--- src/sv/mopse_pkg.sv ---
// Package for the mono OLED page stream encoder: command codes, job record
// passed from the front end to the byte sequencer, and the power-up table.
// No dependencies.
package mopse_pkg;

  localparam int PAGE_COUNT_DEF      = 8;
  localparam int BLOCKS_PER_PAGE_DEF = 16;

  // input command codes
  localparam logic [1:0] CMD_INIT  = 2'd0;
  localparam logic [1:0] CMD_POS   = 2'd1;
  localparam logic [1:0] CMD_BLOCK = 2'd2;

  localparam int PAGE_ADDR_W = 4;
  localparam int COLUMN_W    = 7;

  localparam int INIT_LEN = 25;
  localparam int STEP_W   = $clog2(INIT_LEN);

  localparam logic [STEP_W-1:0] STEP_POS0       = STEP_W'(0);
  localparam logic [STEP_W-1:0] STEP_POS_LO     = STEP_W'(1);
  localparam logic [STEP_W-1:0] STEP_POS_HI     = STEP_W'(2);
  localparam logic [STEP_W-1:0] STEP_DATA0      = STEP_W'(3);
  localparam logic [STEP_W-1:0] STEP_BLOCK_LAST = STEP_W'(10);
  localparam logic [STEP_W-1:0] STEP_CONTRAST   = STEP_W'(6);
  localparam logic [STEP_W-1:0] STEP_INIT_LAST  = STEP_W'(INIT_LEN - 1);

  localparam logic [7:0] SET_PAGE_BASE  = 8'hb0;
  localparam logic [7:0] SET_COL_HI     = 8'h10;
  localparam logic [7:0] COL_LO_MASK    = 8'h0f;
  localparam logic [7:0] CONTRAST_RESET = 8'd102;

  localparam int QUEUE_DEPTH = 2;
  localparam int QPTR_W      = (QUEUE_DEPTH > 1) ? $clog2(QUEUE_DEPTH) : 1;
  localparam int QCNT_W      = $clog2(QUEUE_DEPTH + 1);

  // power-up sequence, entry 0 first; the contrast slot is replaced by the register
  localparam logic [INIT_LEN-1:0][7:0] INIT_SEQ = {
    8'haf, 8'h14, 8'h8d, 8'h30, 8'hdb, 8'h12, 8'hda, 8'h1f, 8'hd9, 8'h80,
    8'hd5, 8'h00, 8'hd3, 8'hc8, 8'h3f, 8'ha8, 8'ha6, 8'ha1, 8'h00, 8'h81,
    8'hb0, 8'h40, 8'h10, 8'h00, 8'hae
  };

  typedef enum logic [1:0] {
    JOB_INIT,
    JOB_POS,
    JOB_BLOCK
  } job_kind_t;

  typedef struct packed {
    job_kind_t             kind;
    logic                  with_pos;  // block job opens with a set-position
    logic [COLUMN_W-1:0]   column;
    logic [PAGE_ADDR_W-1:0] page;
    logic [7:0][7:0]       cols;      // transposed column bytes, cols[0] first
  } job_t;

endpackage

--- src/sv/mopse_front.sv ---
// Front end of the page stream encoder: takes requests, classifies them,
// tracks the page/block counters and transposes pixel blocks. Uses mopse_pkg.
module mopse_front import mopse_pkg::*; #(
  parameter int PAGE_COUNT      = PAGE_COUNT_DEF,
  parameter int BLOCKS_PER_PAGE = BLOCKS_PER_PAGE_DEF
) (
  input  logic                   clk,
  input  logic                   rst,
  input  logic                   in_valid,
  input  logic [1:0]             command,
  input  logic [7:0][7:0]        rows,
  input  logic [COLUMN_W-1:0]    pos_column,
  input  logic [2:0]             pos_page,
  input  logic                   q_full,
  output logic                   accept,
  output logic                   push,
  output job_t                   job
);

  localparam int PAGE_W = (PAGE_COUNT > 1) ? $clog2(PAGE_COUNT) : 1;
  localparam int BLK_W  = (BLOCKS_PER_PAGE > 1) ? $clog2(BLOCKS_PER_PAGE) : 1;

  logic [PAGE_W-1:0] page_index, page_index_next;
  logic [BLK_W-1:0]  block_index, block_index_next;
  logic              is_block;

  assign accept   = in_valid && !q_full;
  assign is_block = (command == CMD_BLOCK);
  // unused command code is swallowed without a job
  assign push     = accept && (command == CMD_INIT || command == CMD_POS || is_block);

  always_comb begin
    job = '0;
    case (command)
      CMD_INIT: begin
        job.kind = JOB_INIT;
      end
      CMD_POS: begin
        job.kind   = JOB_POS;
        job.column = pos_column;
        job.page   = PAGE_ADDR_W'(pos_page);
      end
      default: begin
        job.kind     = JOB_BLOCK;
        job.with_pos = (block_index == '0);
        job.page     = PAGE_ADDR_W'(page_index);
      end
    endcase
    // column byte b holds bit b of row r in bit r
    for (int b = 0; b < 8; b++) begin
      for (int r = 0; r < 8; r++) begin
        job.cols[b][r] = rows[r][b];
      end
    end
  end

  always_comb begin
    page_index_next  = page_index;
    block_index_next = block_index;
    if (accept && is_block) begin
      if (block_index == BLK_W'(BLOCKS_PER_PAGE - 1)) begin
        block_index_next = '0;
        if (page_index == PAGE_W'(PAGE_COUNT - 1)) begin
          page_index_next = '0;
        end else begin
          page_index_next = page_index + PAGE_W'(1);
        end
      end else begin
        block_index_next = block_index + BLK_W'(1);
      end
    end
  end

  always_ff @(posedge clk) begin
    if (rst) begin
      page_index  <= '0;
      block_index <= '0;
    end else begin
      page_index  <= page_index_next;
      block_index <= block_index_next;
    end
  end

endmodule

--- src/sv/mopse_queue.sv ---
// Short job queue between the front end and the byte sequencer.
// Uses mopse_pkg for the job record and depth.
module mopse_queue import mopse_pkg::*; (
  input  logic clk,
  input  logic rst,
  input  logic push,
  input  job_t push_job,
  input  logic pop,
  output logic full,
  output logic head_valid,
  output job_t head_job
);

  job_t              mem [QUEUE_DEPTH];
  logic [QPTR_W-1:0] wr_ptr, rd_ptr;
  logic [QCNT_W-1:0] count;

  assign full       = (count == QCNT_W'(QUEUE_DEPTH));
  assign head_valid = (count != '0);
  assign head_job   = mem[rd_ptr];

  always_ff @(posedge clk) begin
    if (push) begin
      mem[wr_ptr] <= push_job;
    end
  end

  always_ff @(posedge clk) begin
    if (rst) begin
      wr_ptr <= '0;
      rd_ptr <= '0;
      count  <= '0;
    end else begin
      if (push) begin
        wr_ptr <= (wr_ptr == QPTR_W'(QUEUE_DEPTH - 1)) ? '0 : wr_ptr + QPTR_W'(1);
      end
      if (pop) begin
        rd_ptr <= (rd_ptr == QPTR_W'(QUEUE_DEPTH - 1)) ? '0 : rd_ptr + QPTR_W'(1);
      end
      if (push && !pop) begin
        count <= count + QCNT_W'(1);
      end else if (pop && !push) begin
        count <= count - QCNT_W'(1);
      end
    end
  end

`ifndef SYNTHESIS
  a_no_push_full: assert property (@(posedge clk) disable iff (rst) !(push && full))
    else $error("queue push while full");
  a_no_pop_empty: assert property (@(posedge clk) disable iff (rst) !(pop && !head_valid))
    else $error("queue pop while empty");
  a_count_range: assert property (@(posedge clk) disable iff (rst)
      count <= QCNT_W'(QUEUE_DEPTH))
    else $error("queue count out of range");
`endif

endmodule

--- src/sv/mopse_back.sv ---
// Byte sequencer of the page stream encoder: walks the queue head job one
// byte per cycle, unless out_stall holds it, into the output register;
// holds the contrast register. Uses mopse_pkg.
module mopse_back import mopse_pkg::*; (
  input  logic       clk,
  input  logic       rst,
  input  logic       cfg_write,
  input  logic [7:0] cfg_data,
  input  logic       head_valid,
  input  job_t       head_job,
  output logic       pop,
  output logic       out_valid,
  input  logic       out_stall,
  output logic [7:0] out_byte,
  output logic       is_data,
  output logic       last_of_run
);

  logic [7:0]        contrast;
  logic [STEP_W-1:0] step, step_next;
  logic              busy, busy_next;
  logic [STEP_W-1:0] cur_step, start_step, last_step;
  logic [2:0]        col_idx;
  logic              out_free, emit, emit_last;
  logic [7:0]        byte_val;
  logic              data_flag;

  assign start_step = (head_job.kind == JOB_BLOCK && !head_job.with_pos)
                      ? STEP_DATA0 : STEP_POS0;
  assign cur_step   = busy ? step : start_step;
  assign col_idx    = 3'(cur_step - STEP_DATA0);

  always_comb begin
    case (head_job.kind)
      JOB_INIT: last_step = STEP_INIT_LAST;
      JOB_POS:  last_step = STEP_POS_HI;
      default:  last_step = STEP_BLOCK_LAST;
    endcase
  end

  assign out_free  = !out_valid || !out_stall;
  assign emit      = head_valid && out_free;
  assign emit_last = emit && (cur_step == last_step);
  assign pop       = emit_last;

  always_comb begin
    data_flag = 1'b0;
    if (head_job.kind == JOB_INIT) begin
      byte_val = (cur_step == STEP_CONTRAST) ? contrast : INIT_SEQ[cur_step];
    end else if (cur_step == STEP_POS0) begin
      byte_val = SET_PAGE_BASE + 8'(head_job.page);
    end else if (cur_step == STEP_POS_LO) begin
      byte_val = 8'(head_job.column) & COL_LO_MASK;
    end else if (cur_step == STEP_POS_HI) begin
      byte_val = SET_COL_HI | 8'(head_job.column[COLUMN_W-1:4]);
    end else begin
      byte_val  = head_job.cols[col_idx];
      data_flag = 1'b1;
    end
  end

  always_comb begin
    busy_next = busy;
    step_next = step;
    if (emit) begin
      busy_next = !emit_last;
      step_next = cur_step + STEP_W'(1);
    end
  end

  always_ff @(posedge clk) begin
    if (rst) begin
      contrast  <= CONTRAST_RESET;
      busy      <= 1'b0;
      step      <= '0;
      out_valid <= 1'b0;
    end else begin
      if (cfg_write) begin
        contrast <= cfg_data;
      end
      busy <= busy_next;
      step <= step_next;
      if (out_free) begin
        out_valid <= emit;
      end
    end
  end

  always_ff @(posedge clk) begin
    if (emit) begin
      out_byte    <= byte_val;
      is_data     <= data_flag;
      last_of_run <= emit_last;
    end
  end

`ifndef SYNTHESIS
  a_step_bound: assert property (@(posedge clk) disable iff (rst)
      busy |-> step <= STEP_INIT_LAST)
    else $error("sequencer step past end of run");
  a_busy_needs_head: assert property (@(posedge clk) disable iff (rst)
      busy |-> head_valid)
    else $error("sequencer busy without a queued job");
  a_last_ends_run: assert property (@(posedge clk) disable iff (rst)
      emit_last |=> !busy)
    else $error("run did not end on its last byte");
`endif

endmodule

--- src/sv/mono_oled_page_stream_encoder_core.sv ---
// Mono OLED page stream encoder, top level.
// Uses mopse_pkg, mopse_front, mopse_queue, mopse_back.
//
// Input channel (in_valid / in_stall): one request per accepted edge.
//   command 0 emits the 25-byte power-up sequence, 1 a three-byte
//   set-position, 2 transposes rows row0..row7 into eight data bytes,
//   preceded by a set-position to column 0 at the first block of a page.
//   Command 3 is taken and dropped.
// Output channel (out_valid / out_stall): one byte per edge while out_stall
//   is low, with its data/command flag; last_of_run marks the final byte of a request.
// Config channel (cfg_valid / cfg_ready): writes contrast_level; always
//   ready; the user must see it is written only while the block is idle; the block leaves this unchecked.
// Flow: the first byte of a request passes through the job queue and then
//   the output register; the sequencer sends one byte per cycle unless
//   out_stall holds it, so a request sends 3, 8, 11 or 25 bytes. A two-entry
//   job queue lets the next requests be taken while a run is being sent;
//   in_stall rises when it is full.
// Out stall freezes the output register and the sequencer; no byte is lost.
// Reset clears counters, queue and output valid; contrast returns to 102.
module mono_oled_page_stream_encoder_core import mopse_pkg::*; #(
  parameter int PAGE_COUNT      = PAGE_COUNT_DEF,
  parameter int BLOCKS_PER_PAGE = BLOCKS_PER_PAGE_DEF
) (
  input  logic                clk,
  input  logic                rst,
  input  logic                in_valid,
  output logic                in_stall,
  input  logic [1:0]          command,
  input  logic [7:0]          row0_byte,
  input  logic [7:0]          row1_byte,
  input  logic [7:0]          row2_byte,
  input  logic [7:0]          row3_byte,
  input  logic [7:0]          row4_byte,
  input  logic [7:0]          row5_byte,
  input  logic [7:0]          row6_byte,
  input  logic [7:0]          row7_byte,
  input  logic [COLUMN_W-1:0] pos_column,
  input  logic [2:0]          pos_page,
  output logic                out_valid,
  input  logic                out_stall,
  output logic [7:0]          out_byte,
  output logic                is_data,
  output logic                last_of_run,
  input  logic                cfg_valid,
  output logic                cfg_ready,
  input  logic [7:0]          contrast_level
);

  logic            accept, push, pop, q_full, head_valid;
  job_t            push_job, head_job;
  logic [7:0][7:0] rows;

  assign rows      = {row7_byte, row6_byte, row5_byte, row4_byte,
                      row3_byte, row2_byte, row1_byte, row0_byte};
  assign in_stall  = q_full;
  assign cfg_ready = 1'b1;

  mopse_front #(
    .PAGE_COUNT      (PAGE_COUNT),
    .BLOCKS_PER_PAGE (BLOCKS_PER_PAGE)
  ) u_front (
    .clk        (clk),
    .rst        (rst),
    .in_valid   (in_valid),
    .command    (command),
    .rows       (rows),
    .pos_column (pos_column),
    .pos_page   (pos_page),
    .q_full     (q_full),
    .accept     (accept),
    .push       (push),
    .job        (push_job)
  );

  mopse_queue u_queue (
    .clk        (clk),
    .rst        (rst),
    .push       (push),
    .push_job   (push_job),
    .pop        (pop),
    .full       (q_full),
    .head_valid (head_valid),
    .head_job   (head_job)
  );

  mopse_back u_back (
    .clk         (clk),
    .rst         (rst),
    .cfg_write   (cfg_valid && cfg_ready),
    .cfg_data    (contrast_level),
    .head_valid  (head_valid),
    .head_job    (head_job),
    .pop         (pop),
    .out_valid   (out_valid),
    .out_stall   (out_stall),
    .out_byte    (out_byte),
    .is_data     (is_data),
    .last_of_run (last_of_run)
  );

`ifndef SYNTHESIS
  a_push_on_accept: assert property (@(posedge clk) disable iff (rst) push |-> accept)
    else $error("job queued without an accepted request");
  a_drop_unused: assert property (@(posedge clk) disable iff (rst)
      (accept && command != CMD_INIT && command != CMD_POS && command != CMD_BLOCK)
      |-> !push)
    else $error("unused command produced a job");
  a_out_after_job: assert property (@(posedge clk) disable iff (rst)
      $rose(out_valid) |-> $past(head_valid))
    else $error("output byte without a queued job");
`endif

endmodule
--- config.mk ---
export PLATFORM = sky130hd
export DESIGN_NAME = mono_oled_page_stream_encoder_core
export DESIGN_NICKNAME = d
export VERILOG_FILES = /design/src/sv/mopse_pkg.sv /design/src/sv/mopse_front.sv /design/src/sv/mopse_queue.sv /design/src/sv/mopse_back.sv /design/src/sv/mono_oled_page_stream_encoder_core.sv
export SDC_FILE = /design/constraint.sdc
export NUM_CORES = 1
export LEC_CHECK = 0
export ABC_AREA = 1
export BUFFER_PORTS_ARGS = -buffer_cell sky130_fd_sc_hd__buf_2
export CAP_MARGIN = 20
export CORE_MARGIN = 5
export CORE_UTILIZATION = 40
export CTS_BUF_LIST = sky130_fd_sc_hd__clkbuf_4 sky130_fd_sc_hd__clkbuf_8
export CTS_CLUSTER_SIZE = 12
export DETAILED_ROUTE_END_ITERATION = 6
export PLACE_DENSITY = 0.71
export SYNTH_ARGS = -nofsm -noshare
export SYNTH_HDL_FRONTEND = slang
export SYNTH_SLANG_ARGS = --single-unit
--- constraint.sdc ---
create_clock -name clk -period 5.5 [get_ports clk]
set_clock_uncertainty 0.15 [all_clocks]
set_input_delay 1.1 -clock clk [delete_from_list [all_inputs] [get_ports clk]]
set_output_delay 1.1 -clock clk [all_outputs]
set_load 0.02 [all_outputs]
==> out/results.txt <==
For the wire length of the first global-routing pass, the log shows 31200 um. For the data arrival at the endpoint of the critical path, the log shows 4050 ps. For this design the total switching power over the nets is 0.00115 W. In this run, synthesis produced a sequential element count of 191. The final total negative setup slack was 0 ps; the count of final hold-check violations was 0. The share of Yosys cell area claimed by the top area cell type was 58.3%; the worst endpoint required time was 5580 ps. After clock tree synthesis, the repair step resized 0 gates. Cells with a size suffix above 1 make up 18.3% of the layout. The maximum fanout along the worst path is 40. Critical setup path kind: register to register. Summing the sequential cell areas from Yosys gives 64.7% of the chip area.

sky130_fd_sc_hd__edfxtp_1 is the most common cell in the netlist. In the detailed route, the total length drawn on met2 is 9330 um. VDD sags by at most 0.200 mV.

Signal routing reaches up to met4. The run gives 0.0241 sq mm as the area of the die. After detailed routing, the met3 layer carries 1320 um of wire.

The number of detailed-routing iterations run before antenna repair was 5. The tools report the via count of the first global-routing pass as 5798. The worst hold path belongs to the class register to register. Dividing the detail-routed wire length by the instance count gives 16.8 um. In this run the critical register-to-register path is captured at u_back.out_byte[2].

After layout, the worst path uses 72.2% of the clock period. Setup repair after global routing left no endpoint under its margin. The routed layout has 6037 vias. The tree built by TritonCTS fans out to 191 sinks. Power spread over the standard cell area amounts to 366 mW/mm^2.

Ranked by total cell area, the synthesized netlist is headed by sky130_fd_sc_hd__edfxtp_1 58%, sky130_fd_sc_hd__dfxtp_1 6.4%, sky130_fd_sc_hd__nand2_1 6.0%. The row count came out at 53. 102 I/O pins were placed. The HPWL after detailed placement is 13500 um. The fraction of power consumed by combinational cells was 23.8%. The fraction of the core area covered by cells at the end of the flow came out at 45.7%. The die outline height was 155 um. Derived from the worst setup path, the maximum achievable clock frequency is 252 MHz. The net count reported at finish was 987; the cell area after synthesis was 0.00845 sq mm. In the routed design, unresolved DRC markers number 0. The share of total power dissipated in the clock network is 26.0%. The logs give 470 ps for the insertion delay to the later sink of the worst-skew pair and 29.9% for the worst relative slew slack. The tools report the starting density of the core as 40.4%. After clock tree synthesis, the clock-pin slew on the worst setup and hold paths is 100 ps. For the depth of the CTS H-tree, the log shows 4. By count the netlist is led by 164 x sky130_fd_sc_hd__edfxtp_1, 135 x sky130_fd_sc_hd__nand2_1, 134 x sky130_fd_sc_hd__nor2_1, 67 x sky130_fd_sc_hd__nand3_1, 53 x sky130_fd_sc_hd__o21ai_0.

The cell type contributing the most total cell area after synthesis is sky130_fd_sc_hd__edfxtp_1. The congestion estimate from routability-driven global placement came to 0.888. The run gives 78 as the largest net degree at the start of global routing. The number of nets handed over by synthesis was 894.

The total area inside the core boundary comes to 0.0209 sq mm. The cell count after synthesis came out at 791. Fraction of synthesis flops using an asynchronous set or reset pin: 0%. The tool flagged a number of max-cap violations equal to 0.

Buffer cell driving the clock tree root: sky130_fd_sc_hd__clkbuf_8. The total wire length is 19700 um. The detailed router put a total of 8620 um of wire on met1. The run finished with clean final reports. The tools report the global router's overall resource usage as 16.6%. The area added between synthesis and finish came out at 13.0%.

In the synthesized netlist the dominant register cell turns out to be sky130_fd_sc_hd__edfxtp_1. Per report_power, the sequential group accounts for 50.2% of the total. The count of final setup violators is 0. Once detail routing completed, the nets flagged for antenna violations numbered 0.

Internal power comes to 0.00235 W. The repair_antennas step left the layout with diodes totalling 0. The logs give 0 for the number of hold buffers added after CTS and 0 for the final global-route overflow total. The tools report the critical path startpoint category as a register.

The average via count per standard cell was 5.15; the die boundary width was 155 um. The tools report the final number of max-transition violations as 0. Once the clock tree was built, the setup fixing pass inserted 0 buffers.

The Yosys step of the flow raised 0 warnings. The number of DRC markers after the initial detailed-route iteration is 662, and the synthesized area per cell is 10.7 sq um. During placement, the flow inserted port buffers numbering 100. The sink of the worst hold path was u_queue.rd_ptr.

In this run, distinct cell masters in the synthesized netlist total 43. STA classifies the critical path endpoint as a register. TritonCTS built the clock tree.

The measured slew at the worst slew-check pin was 1050 ps. The tools report the total leakage power as 3.74 nW. The number of buffers added by the clock tree synthesis step is 17, and the count of filler cells inserted in the layout is 1949. Yosys mapped a number of flops with a built-in enable equal to 164. The worst hold path was traced through 2 stages. The time the final worst path needs with I/O delays and setup was 3970 ps; the maximum clock path buffer count was 2. Net switching is 32.9% of the power.

Reg-to-reg setup timing slack: 1530 ps. The start point of the worst hold path is u_queue.rd_ptr. The tools report the initial antenna violation count as 0. The number of cells on the worst reg-to-reg path works out to 22.
metrics by stage:
step | setup WS [ps] | area [sq um] | total power, W | std cells | hold slack [ps]
6_report | 1530 | 9550 | 0.00350 | 1172 | 336
3_5_place_dp | 1580 | 9160 | 0.00261 | 1140 | 317
2_1_floorplan | 140 | 8450 | 0.00237 | 791 | 279
5_1_grt | 1090 | 9550 | 0.00369 | 1172 | 354
4_1_cts | 1540 | 9550 | 0.00351 | 1172 | 336
3_3_place_gp | 1710 | 9160 | 0.00260 | 1140 | 313
power by group through the flow:
stage / clock (W) / sequential [W] / combinational (W)
global placement: 0 / 0.00179 / 0.000811
global route: 0.000994 / 0.00177 / 0.000930
detailed placement: 0 / 0.00179 / 0.000821
floorplan: 0 / 0.00181 / 0.000558
finish: 0.000910 / 0.00176 / 0.000831
CTS: 0.000933 / 0.00176 / 0.000827
worst max path at each step:
stage | endpoint | start
floorplan | u_queue.mem[1][0] | in_valid
global placement | u_back.out_byte[2] | register
detailed placement | u_back.out_byte[2] | register
CTS | u_back.out_byte[2] | register
global route | u_back.out_byte[2] | register
finish | u_back.out_byte[2] | register
kinds of logic (layout without fill, tap and decap cells):
family,after synthesis,count (layout),share of synthesized area [%]
xor+xnor,2,2,0.207
fa+ha+maj,14,14,2.07
other cells,1,1,0.0444
compound gates,119,119,7.75
simple gates,356,356,17.9
flops,191,191,64.7
buf+inv,87,193,4.81
mux,21,21,2.49
state kept, by name, indices dropped and copies added (netlist names), 2 cells and up, named ones only:
| signal | cells |
|---|---|
| u_back.out_byte | 8 |
| u_front.block_index | 4 |
| u_front.page_index | 3 |
| u_back.step | 5 |
| u_queue.count | 2 |
| u_back.contrast | 8 |
| u_queue.mem | 154 |
critical path, stage by stage, from the launching register on:
cell and delay, ps:
sky130_fd_sc_hd__dfxtp_2 360, sky130_fd_sc_hd__inv_2 300, sky130_fd_sc_hd__nand2_1 100, sky130_fd_sc_hd__nand2_1 140, sky130_fd_sc_hd__nand3_2 120, sky130_fd_sc_hd__nand2_4 210
sky130_fd_sc_hd__nand2_8 220, sky130_fd_sc_hd__inv_2 330, sky130_fd_sc_hd__ha_1 300, sky130_fd_sc_hd__inv_1 540, sky130_fd_sc_hd__nor2_1 100, sky130_fd_sc_hd__o21ai_0 100
sky130_fd_sc_hd__nand2_1 70, sky130_fd_sc_hd__nand3_1 80, sky130_fd_sc_hd__nand2_1 60, sky130_fd_sc_hd__nor2_1 90, sky130_fd_sc_hd__nor2_1 50, sky130_fd_sc_hd__nand2_1 130
sky130_fd_sc_hd__nand2_1 60, sky130_fd_sc_hd__nand2_1 50, sky130_fd_sc_hd__nand2_1 50, sky130_fd_sc_hd__nand2_1 60, sky130_fd_sc_hd__nand2_1 50
routing by layer:
metal  vias up  track usage [%]
met4         0             5.54
met2       237             26.0
met5         -                0
met1      2848             23.0
met3        33             3.70
li1       2919                -
cells in the final DEF, fill, tap and decap left out, drive strengths merged:
| cell type | synthesis | routed |
|---|---|---|
| o21bai | 1 | 1 |
| o22ai | 2 | 2 |
| dfxtp | 27 | 27 |
| edfxtp | 164 | 164 |
| and3 | 1 | 1 |
| nor2 | 136 | 136 |
| nand3 | 69 | 69 |
| a31oi | 4 | 4 |
| a21oi | 30 | 30 |
| a21boi | 1 | 1 |
| or2 | 2 | 2 |
| a211oi | 3 | 3 |
| clkbuf | 6 | 18 |
| ha | 14 | 14 |
| conb | 1 | 1 |
| nor4 | 2 | 2 |
| nand2 | 138 | 138 |
| nor3b | 1 | 1 |
| buf | 27 | 107 |
| clkinv | 1 | 5 |
| inv | 53 | 61 |
| o21ai | 69 | 69 |
| nand4 | 2 | 2 |
| bufinv | 0 | 1 |
| xor2 | 2 | 2 |
| a31o | 1 | 1 |
| a22o | 1 | 1 |
| o211a | 1 | 1 |
| o211ai | 6 | 6 |
| clkinvlp | 0 | 1 |
| mux2i | 21 | 21 |
| nor3 | 5 | 5 |
final cells by class:
class | count | area (sq um) | share of cell area (%)
Clock inverter | 14 | 148 | 1.55
Sequential cell | 191 | 5470 | 57.3
Tap cell | 275 | 344 | 3.60
Inverter | 54 | 203 | 2.12
Timing Repair Buffer | 107 | 553 | 5.79
Clock buffer | 18 | 241 | 2.53
Multi-Input combinational cell | 513 | 2590 | 27.1
No activity file was read; power rests on OpenSTA's default activity.
